**config.mk**
```make
export PLATFORM = sky130hd
export DESIGN_NAME = char_lcd_nibble_sequencer
export DESIGN_NICKNAME = d
export VERILOG_FILES = /design/src/hdl/lcdns_pkg.sv /design/src/hdl/char_lcd_nibble_sequencer.sv /design/src/hdl/lcdns_front.sv /design/src/hdl/lcdns_seq.sv /design/src/hdl/lcdns_outq.sv
export SDC_FILE = /design/constraint.sdc
export NUM_CORES = 1
export LEC_CHECK = 0
export ABC_CLOCK_PERIOD_IN_PS = 5900
export BUFFER_PORTS_ARGS = -buffer_cell sky130_fd_sc_hd__buf_2
export CORE_UTILIZATION = 55
export CTS_BUF_LIST = sky130_fd_sc_hd__clkbuf_4 sky130_fd_sc_hd__clkbuf_8 sky130_fd_sc_hd__clkbuf_16
export CTS_CLUSTER_DIAMETER = 150
export DETAILED_ROUTE_END_ITERATION = 12
export PLACE_DENSITY = 0.78
export RECOVER_POWER = 25
export SKIP_LAST_GASP = 1
export SLEW_MARGIN = 40
export SYNTH_ARGS = -nofsm -noshare
export SYNTH_HDL_FRONTEND = slang
export SYNTH_SLANG_ARGS = --single-unit
```
**constraint.sdc**
```tcl
create_clock -name clk -period 5.9 [get_ports clk]
set_input_delay 1.77 -clock clk [delete_from_list [all_inputs] [get_ports clk]]
set_output_delay 1.77 -clock clk [all_outputs]
set_load 0.02 [all_outputs]
```
**src/hdl/lcdns_pkg.sv**
```systemverilog
// Shared types, constants and pin-pattern functions for the LCD nibble sequencer.
`default_nettype none
package lcdns_pkg;

	typedef enum logic [1:0] {
		OP_INIT   = 2'd0,
		OP_INSTR  = 2'd1,
		OP_CHAR   = 2'd2,
		OP_CURSOR = 2'd3
	} op_kind_t;

	// One classified request as it travels from the front to the sequencer.
	typedef struct packed {
		op_kind_t    kind;
		logic [7:0]  data_byte;
	} op_t;

	// One pin state.
	typedef struct packed {
		logic [3:0]  nib;
		logic        rs;
		logic        en;
		logic [15:0] hold;
		logic        last;
	} res_t;

	localparam int unsigned OPQ_DEPTH = 2;
	localparam int unsigned OUTQ_DEPTH = 2;

	localparam logic [7:0]  DDRAM_SET = 8'h80;
	localparam logic [3:0]  NIB_SYNC = 4'h3;
	localparam logic [3:0]  NIB_BUS4 = 4'h2;

	localparam logic [15:0] HOLD_STROBE    = 16'd1;
	localparam logic [15:0] HOLD_SETTLE    = 16'd70;
	localparam logic [15:0] HOLD_CHAR_TAIL = 16'd46;
	localparam logic [15:0] HOLD_CMD       = 16'd53;
	localparam logic [15:0] HOLD_CLEAR     = 16'd3000;
	localparam logic [15:0] HOLD_SYNC      = 16'd4500;
	localparam logic [15:0] HOLD_SYNC_LAST = 16'd150;
	localparam logic [15:0] HOLD_POWERUP   = 16'hFFFF;

	// Init run groups.
	localparam logic [3:0] GRP_PWR       = 4'd0;
	localparam logic [3:0] GRP_SYNC_LAST = 4'd3;
	localparam logic [3:0] GRP_BUS4      = 4'd4;
	localparam logic [3:0] GRP_BYTE0     = 4'd5;
	localparam logic [3:0] GRP_BYTE_LAST = 4'd9;

	// Phases within a pulse / byte.
	localparam logic [2:0] PH_PULSE_END = 3'd2;
	localparam logic [2:0] PH_SYNC_WAIT = 3'd3;
	localparam logic [2:0] PH_CHAR_END  = 3'd3;
	localparam logic [2:0] PH_INSTR_END = 3'd5;
	localparam logic [2:0] PH_BYTE_WAIT = 3'd6;

	function automatic logic [7:0] init_byte(input logic [2:0] idx);
		logic [7:0] b;
		unique case (idx)
			3'd0:    b = 8'h28;
			3'd1:    b = 8'h08;
			3'd2:    b = 8'h01;
			3'd3:    b = 8'h06;
			default: b = 8'h0D;
		endcase
		return b;
	endfunction

	function automatic logic [15:0] init_hold(input logic [2:0] idx);
		logic [15:0] h;
		unique case (idx)
			3'd2, 3'd3: h = HOLD_CLEAR;
			default:    h = HOLD_CMD;
		endcase
		return h;
	endfunction

	// Three-step enable pulse: low 1us, high 1us, low 70us.
	function automatic res_t pulse_step(input logic [3:0] nib, input logic rs,
			input logic [1:0] ph);
		res_t r;
		r.nib  = nib;
		r.rs   = rs;
		r.en   = (ph == 2'd1);
		r.hold = (ph == 2'd2) ? HOLD_SETTLE : HOLD_STROBE;
		r.last = 1'b0;
		return r;
	endfunction

	// Instruction byte: high pulse, low pulse, then a wait on the low nibble.
	function automatic res_t byte_step(input logic [7:0] b, input logic [2:0] ph,
			input logic [15:0] tail_hold);
		res_t r;
		logic [2:0] sub;
		sub = (ph > PH_PULSE_END) ? 3'(ph - 3'd3) : ph;
		if (ph == PH_BYTE_WAIT) begin
			r.nib  = b[3:0];
			r.rs   = 1'b0;
			r.en   = 1'b0;
			r.hold = tail_hold;
			r.last = 1'b0;
		end else begin
			r = pulse_step((ph > PH_PULSE_END) ? b[3:0] : b[7:4], 1'b0, sub[1:0]);
		end
		return r;
	endfunction

endpackage
`default_nettype wire

```
**src/hdl/char_lcd_nibble_sequencer.sv**
```systemverilog
// Top level of the character LCD nibble sequencer (4-bit bus pin-state generator).
//
//  channel   handshake      fields
//  --------  -------------  ------------------------------------------------------
//  request   push / full    command, byte_value, row, column
//  result    pop / empty    data_nibble, register_select, enable, hold_us, last
//
// One pin state leaves the sequencer per cycle while the result queue has room;
// each request kind walks its own run of states, set by the step counters. A
// two-entry request queue lets the next request in while the current one still
// runs, and a two-entry result queue keeps the sequencer going while a result
// waits. A push is registered in the request queue and its first result in the
// result queue. Reset clears only queue pointers, fill counts and step counters.
`default_nettype none
module char_lcd_nibble_sequencer (
	input  wire logic        clk,
	input  wire logic        arst_n,
	// request side
	input  wire logic        push,
	output logic             full,
	input  wire logic [1:0]  command,
	input  wire logic [7:0]  byte_value,
	input  wire logic        row,
	input  wire logic [3:0]  column,
	// result side
	output logic             empty,
	input  wire logic        pop,
	output logic [3:0]       data_nibble,
	output logic             register_select,
	output logic             enable,
	output logic [15:0]      hold_us,
	output logic             last
);
	import lcdns_pkg::*;

	logic  op_valid;
	op_t   op;
	logic  op_pop;
	logic  res_valid;
	logic  res_ready;
	res_t  res;
	res_t  head;

	// Front: classify and queue requests.
	lcdns_front u_front (
		.clk        (clk),
		.arst_n     (arst_n),
		.push       (push),
		.full       (full),
		.command    (command),
		.byte_value (byte_value),
		.row        (row),
		.column     (column),
		.op_valid   (op_valid),
		.op         (op),
		.op_pop     (op_pop)
	);

	// Back: walk the pin states of the request at the queue head.
	lcdns_seq u_seq (
		.clk       (clk),
		.arst_n    (arst_n),
		.op_valid  (op_valid),
		.op        (op),
		.op_pop    (op_pop),
		.res_ready (res_ready),
		.res_valid (res_valid),
		.res       (res)
	);

	// Results wait here until popped.
	lcdns_outq u_outq (
		.clk      (clk),
		.arst_n   (arst_n),
		.wr_en    (res_valid),
		.wr_data  (res),
		.wr_ready (res_ready),
		.pop      (pop),
		.empty    (empty),
		.rd_data  (head)
	);

	assign data_nibble     = head.nib;
	assign register_select = head.rs;
	assign enable          = head.en;
	assign hold_us         = head.hold;
	assign last            = head.last;

endmodule
`default_nettype wire

```
**src/hdl/lcdns_front.sv**
```systemverilog
// Front end: accepts requests, classifies them and queues them for the sequencer.
`default_nettype none
module lcdns_front (
	input  wire logic              clk,
	input  wire logic              arst_n,
	input  wire logic              push,
	output logic                   full,
	input  wire logic [1:0]        command,
	input  wire logic [7:0]        byte_value,
	input  wire logic              row,
	input  wire logic [3:0]        column,
	output logic                   op_valid,
	output lcdns_pkg::op_t         op,
	input  wire logic              op_pop
);
	import lcdns_pkg::*;

	localparam int unsigned PW = $clog2(OPQ_DEPTH);
	localparam int unsigned CW = $clog2(OPQ_DEPTH + 1);

	op_t           mem_q [OPQ_DEPTH];
	logic [PW-1:0] wr_ptr_q;
	logic [PW-1:0] rd_ptr_q;
	logic [CW-1:0] cnt_q;
	op_t           op_in;
	logic          wr_fire;
	logic          rd_fire;

	// Classify: cursor moves become their address byte up front.
	always_comb begin
		op_in.kind = op_kind_t'(command);
		if (op_in.kind == OP_CURSOR) begin
			op_in.data_byte = DDRAM_SET | {1'b0, row, 2'b00, column};
		end else begin
			op_in.data_byte = byte_value;
		end
	end

	assign full     = (cnt_q == CW'(OPQ_DEPTH));
	assign op_valid = (cnt_q != '0);
	assign op       = mem_q[rd_ptr_q];
	assign wr_fire  = push && !full;
	assign rd_fire  = op_pop && op_valid;

	always_ff @(posedge clk) begin
		if (wr_fire) begin
			mem_q[wr_ptr_q] <= op_in;
		end
	end

	always_ff @(posedge clk or negedge arst_n) begin
		if (!arst_n) begin
			wr_ptr_q <= '0;
			rd_ptr_q <= '0;
			cnt_q    <= '0;
		end else begin
			if (wr_fire) begin
				wr_ptr_q <= (wr_ptr_q == PW'(OPQ_DEPTH - 1)) ? '0 : PW'(wr_ptr_q + 1'b1);
			end
			if (rd_fire) begin
				rd_ptr_q <= (rd_ptr_q == PW'(OPQ_DEPTH - 1)) ? '0 : PW'(rd_ptr_q + 1'b1);
			end
			if (wr_fire && !rd_fire) begin
				cnt_q <= CW'(cnt_q + 1'b1);
			end else if (rd_fire && !wr_fire) begin
				cnt_q <= CW'(cnt_q - 1'b1);
			end
		end
	end

endmodule
`default_nettype wire

```
**src/hdl/lcdns_seq.sv**
```systemverilog
// Back end: steps through the pin states of one queued request, one per cycle while the result queue has room.
`default_nettype none
module lcdns_seq (
	input  wire logic              clk,
	input  wire logic              arst_n,
	input  wire logic              op_valid,
	input  wire lcdns_pkg::op_t    op,
	output logic                   op_pop,
	input  wire logic              res_ready,
	output logic                   res_valid,
	output lcdns_pkg::res_t        res
);
	import lcdns_pkg::*;

	logic [3:0] grp_q;
	logic [2:0] ph_q;
	logic       grp_end;
	logic       run_end;
	logic [2:0] init_idx;
	res_t       r;
	logic       step;

	assign init_idx = 3'(grp_q - GRP_BYTE0);

	always_comb begin
		r       = '0;
		grp_end = 1'b0;
		run_end = 1'b0;
		unique case (op.kind)
			OP_INIT: begin
				if (grp_q == GRP_PWR) begin
					r.hold  = HOLD_POWERUP;
					grp_end = 1'b1;
				end else if (grp_q <= GRP_SYNC_LAST) begin
					if (ph_q == PH_SYNC_WAIT) begin
						r.nib  = NIB_SYNC;
						r.hold = (grp_q == GRP_SYNC_LAST) ? HOLD_SYNC_LAST : HOLD_SYNC;
					end else begin
						r = pulse_step(NIB_SYNC, 1'b0, ph_q[1:0]);
					end
					grp_end = (ph_q == PH_SYNC_WAIT);
				end else if (grp_q == GRP_BUS4) begin
					r       = pulse_step(NIB_BUS4, 1'b0, ph_q[1:0]);
					grp_end = (ph_q == PH_PULSE_END);
				end else begin
					r       = byte_step(init_byte(init_idx), ph_q, init_hold(init_idx));
					grp_end = (ph_q == PH_BYTE_WAIT);
					run_end = grp_end && (grp_q == GRP_BYTE_LAST);
				end
			end
			OP_INSTR: begin
				r       = byte_step(op.data_byte, ph_q, HOLD_CMD);
				run_end = (ph_q == PH_INSTR_END);
			end
			OP_CHAR: begin
				r.nib   = (ph_q[1]) ? op.data_byte[3:0] : op.data_byte[7:4];
				r.rs    = 1'b1;
				r.en    = !ph_q[0];
				r.hold  = (ph_q == PH_CHAR_END) ? HOLD_CHAR_TAIL : HOLD_STROBE;
				run_end = (ph_q == PH_CHAR_END);
			end
			OP_CURSOR: begin
				r       = byte_step(op.data_byte, ph_q, HOLD_CMD);
				run_end = (ph_q == PH_BYTE_WAIT);
			end
		endcase
		r.last = run_end;
	end

	assign step      = op_valid && res_ready;
	assign res_valid = op_valid;
	assign res       = r;
	assign op_pop    = step && run_end;

	always_ff @(posedge clk or negedge arst_n) begin
		if (!arst_n) begin
			grp_q <= '0;
			ph_q  <= '0;
		end else if (step) begin
			if (run_end) begin
				grp_q <= '0;
				ph_q  <= '0;
			end else if (grp_end) begin
				grp_q <= 4'(grp_q + 1'b1);
				ph_q  <= '0;
			end else begin
				ph_q <= 3'(ph_q + 1'b1);
			end
		end
	end

endmodule
`default_nettype wire

```
**src/hdl/lcdns_outq.sv**
```systemverilog
// Result queue between the sequencer and the output ports.
`default_nettype none
module lcdns_outq (
	input  wire logic              clk,
	input  wire logic              arst_n,
	input  wire logic              wr_en,
	input  wire lcdns_pkg::res_t   wr_data,
	output logic                   wr_ready,
	input  wire logic              pop,
	output logic                   empty,
	output lcdns_pkg::res_t        rd_data
);
	import lcdns_pkg::*;

	localparam int unsigned PW = $clog2(OUTQ_DEPTH);
	localparam int unsigned CW = $clog2(OUTQ_DEPTH + 1);

	res_t          mem_q [OUTQ_DEPTH];
	logic [PW-1:0] wr_ptr_q;
	logic [PW-1:0] rd_ptr_q;
	logic [CW-1:0] cnt_q;
	logic          wr_fire;
	logic          rd_fire;

	assign empty    = (cnt_q == '0);
	assign rd_data  = mem_q[rd_ptr_q];
	assign rd_fire  = pop && !empty;
	// A slot frees up in the same cycle the consumer pops.
	assign wr_ready = (cnt_q != CW'(OUTQ_DEPTH)) || rd_fire;
	assign wr_fire  = wr_en && wr_ready;

	always_ff @(posedge clk) begin
		if (wr_fire) begin
			mem_q[wr_ptr_q] <= wr_data;
		end
	end

	always_ff @(posedge clk or negedge arst_n) begin
		if (!arst_n) begin
			wr_ptr_q <= '0;
			rd_ptr_q <= '0;
			cnt_q    <= '0;
		end else begin
			if (wr_fire) begin
				wr_ptr_q <= (wr_ptr_q == PW'(OUTQ_DEPTH - 1)) ? '0 : PW'(wr_ptr_q + 1'b1);
			end
			if (rd_fire) begin
				rd_ptr_q <= (rd_ptr_q == PW'(OUTQ_DEPTH - 1)) ? '0 : PW'(rd_ptr_q + 1'b1);
			end
			if (wr_fire && !rd_fire) begin
				cnt_q <= CW'(cnt_q + 1'b1);
			end else if (rd_fire && !wr_fire) begin
				cnt_q <= CW'(cnt_q - 1'b1);
			end
		end
	end

endmodule
`default_nettype wire
```
==> run metrics <==
status=finished clean; Antenna diodes=0; number of flops mapped to enable cells by yosys=58; Sw Share=41.21%; H-tree depth=3; Setup Slack @ Placement=2295 ps; final worst slack=2554 ps; drt initial violations=180; pins over their slew limit=0; worst r2r src=u_front.rd_ptr_q$_DFFE_PN0P_; Tmin final=3346 ps; via/cell ratio=6.065; cell row count=30; Hold WC Path Type=reg2reg; I/O pin total=44; Data arrival, critical path=1580 ps; slew margin rel.=29.88%; layout cell share with drive strength beyond 1=28.77%; combinational share of power=47.3%; GRT Total Usage=21.71%; initial antenna violation count=0; R2R depth=8; Setup crit end kind=output pin; Lkg Pwr=1.677 nW; met1 Usage GRT=26.90%; asr flop ratio synth=20.55%; clock group share of total power=14.5%; post-CTS sizing=0; Crit Reg-Reg Endpoint=u_front.cnt_q[1]$_DFFE_PN0P_; crit path from=u_outq.rd_ptr_q$_DFFE_PN0P_; biggest area consumer among synthesized cells=edfxtp_1; final wirelength=7459 um; Crit Path Class=reg2out; largest net degree at the start of global routing=21; Net Switching=1.133 mW; Die Ht=85.61 um; max_cap viols=0; Inserted Clock Buffers=9; RePlAce Congestion=0.9164; area growth from synthesis to layout=11.19%; GR met2 Demand/Resource=37.02%; DRC Markers=0; DIE AREA=7329 um2; unrepaired setup endpoints after global routing=false; Synth Flop Type=edfxtp_1; antenna-violating nets left=0; reg2reg setup slack=2890 ps; clk root buf=clkbuf_8; clock slew at reported path FFs=80 ps; Finish-stage setup viols=0; Post-Route Setup TNS=0 ps; router iterations before antenna repair=5; Clock Latency Late Sink=340 ps; Yosys top cell area share=45.30%; CP Max Fanout=20; GRT overflow=0; syn_nets=340; cts hold-fix bufs=0; post-CTS setup buffers=0; critical path endpoint=hold_us[14]; critical path data required time=4130 ps; total core area=6756 um2; Int Pwr=1.616 mW; clock skew=11.38 ps; syn_area_per_cell=12.52 um2; startpoint types=flop; highest clock rate=298.8 MHz; gr busiest metal=met2; Worst-Margin Slew=1052 ps; Pwr per Cell Area=643.1 nW/um2; YS warnings=0; maximum vdd ir drop=0.0003237 V; fin util=63.28%; clk sinks=73; Initial Util=56.91%; register area share after synthesis=55.06%; vias in the first global route=2431; Synth area leaders=edfxtp_1 45%, dfrtp_1 9.8%, mux2_2 7.6%; Fillers=548; Hold Violations, Final=0; period utilization=56.72%; Synth Instances=307; input/output buffers=43; post-DP HPWL=5186 um; power consumption=2.749 mW; Max clock buf depth=2; register share of total power=38.2%; CTS tree=yes; first-pass GRT wire length=11990 um; WHS=510.8 ps; Post-Synthesis Cell Area=3845 um2; Vias=2614; met3 GRT Util=4.427%; die width=85.61 um; register bit count reported by yosys=73; NumNets Final=379; wire length per cell=17.31 um; Cell variety after synth=59
[synthesized netlist by cell type (all sizes together) (3+ instances only)]
cell    number
dfrtp       15
nor2        19
nor3         7
nand2       15
mux2i        7
ha          14
and2         5
xor2         3
buf         10
o31ai        5
clkbuf       6
o211ai       3
a22oi        6
a21oi       16
inv         18
nor4bb       3
xnor2        7
mux4         4
edfxtp      58
nand2b       5
o21ai       19
mux2        27
nand4        3
[how the worst min path moves through the flow]
stage	from	to	depth (start not counted)
finish	u_front.cnt_q[1]$_DFFE_PN0P_	u_front.cnt_q[1]$_DFFE_PN0P_	1
global route	u_front.cnt_q[1]$_DFFE_PN0P_	u_front.cnt_q[1]$_DFFE_PN0P_	1
global placement	u_front.wr_ptr_q$_DFFE_PN0P_	u_front.wr_ptr_q$_DFFE_PN0P_	1
CTS	u_outq.wr_ptr_q$_DFFE_PN0N_	u_outq.wr_ptr_q$_DFFE_PN0N_	1
detailed placement	u_outq.wr_ptr_q$_DFFE_PN0N_	u_outq.wr_ptr_q$_DFFE_PN0N_	1
floorplan	u_outq.wr_ptr_q$_DFFE_PN0N_	u_outq.wr_ptr_q$_DFFE_PN0N_	1
[metal layers]
metal  part of all wire [%]  wire [um]
met1                     43       3192
met4                    2.0        150
met2                     50       3743
met3                    5.0        373
met5                      0          0
[metrics by stage]
step	instance area, um2	cells
5_1_grt	4275	431
3_3_place_gp	4073	415
6_report	4275	431
2_1_floorplan	3845	307
3_5_place_dp	4076	415
4_1_cts	4283	431
[state kept, by name (all words and copies together), names as in the netlist, 2 cells and up]
name	flops
u_front.mem_q	20
u_outq.cnt_q	2
u_seq.ph_q	3
u_seq.grp_q	4
u_front.cnt_q	2
u_outq.mem_q	38
[worst max-delay path, stage by stage, from the launching register on]
cell and delay, ps:
dfrtp_2 650, mux2_2 410, buf_2 160
[cell type report]
cell class	count	area [um2]	area share (%)
timing repair buffer	44	217.7	5.092
inverter	19	72.57	1.697
multi-input combinational	199	1560	36.49
tap	80	100.1	2.341
sequential	73	2118	49.55
clock buffer	13	166.4	3.892
clock inverter	3	40.04	0.9365
[cells by family (layout without fill, tap and decap cells)]
| group | after synthesis | count (layout) | share of synthesized area, % |
|---|---|---|---|
| DFF | 73 | 73 | 55.06 |
| muxes | 38 | 38 | 12.17 |
| buffers and inverters | 35 | 79 | 4.360 |
| adders and majority gates | 14 | 14 | 4.556 |
| xor gates and xnor gates | 10 | 10 | 2.473 |
| AOI/OAI and AO/OA | 66 | 66 | 11.39 |
| and+or+nand+nor | 71 | 71 | 9.990 |
[placed cells by master, fill, tap and decap left out, types with 3 or more instances in the layout]
master,count
ha_1,14
clkbuf_1,4
clkbuf_8,11
o31ai_1,5
buf_2,39
inv_1,15
inv_2,3
nand2_1,14
nor4bb_1,3
mux2i_1,7
nand2b_1,5
o21ai_0,17
mux2_2,25
a22oi_1,6
a21oi_1,15
nor3_1,7
nand4_1,3
dfrtp_1,14
nor2_1,18
edfxtp_1,58
xnor2_1,6
xor2_1,3
mux4_2,4
[power groups by stage]
stage                     clock, mW  combinational [mW]  sequential (mW)
after CTS                     0.405                1.30             1.05
after floorplan                   0                1.09            0.950
final                         0.400                1.30             1.05
after detailed placement          0                1.29             1.06
after global routing          0.428                1.42             1.08
after global placement            0                1.25             1.05
Note: power is estimated with default switching activity, not from simulation.
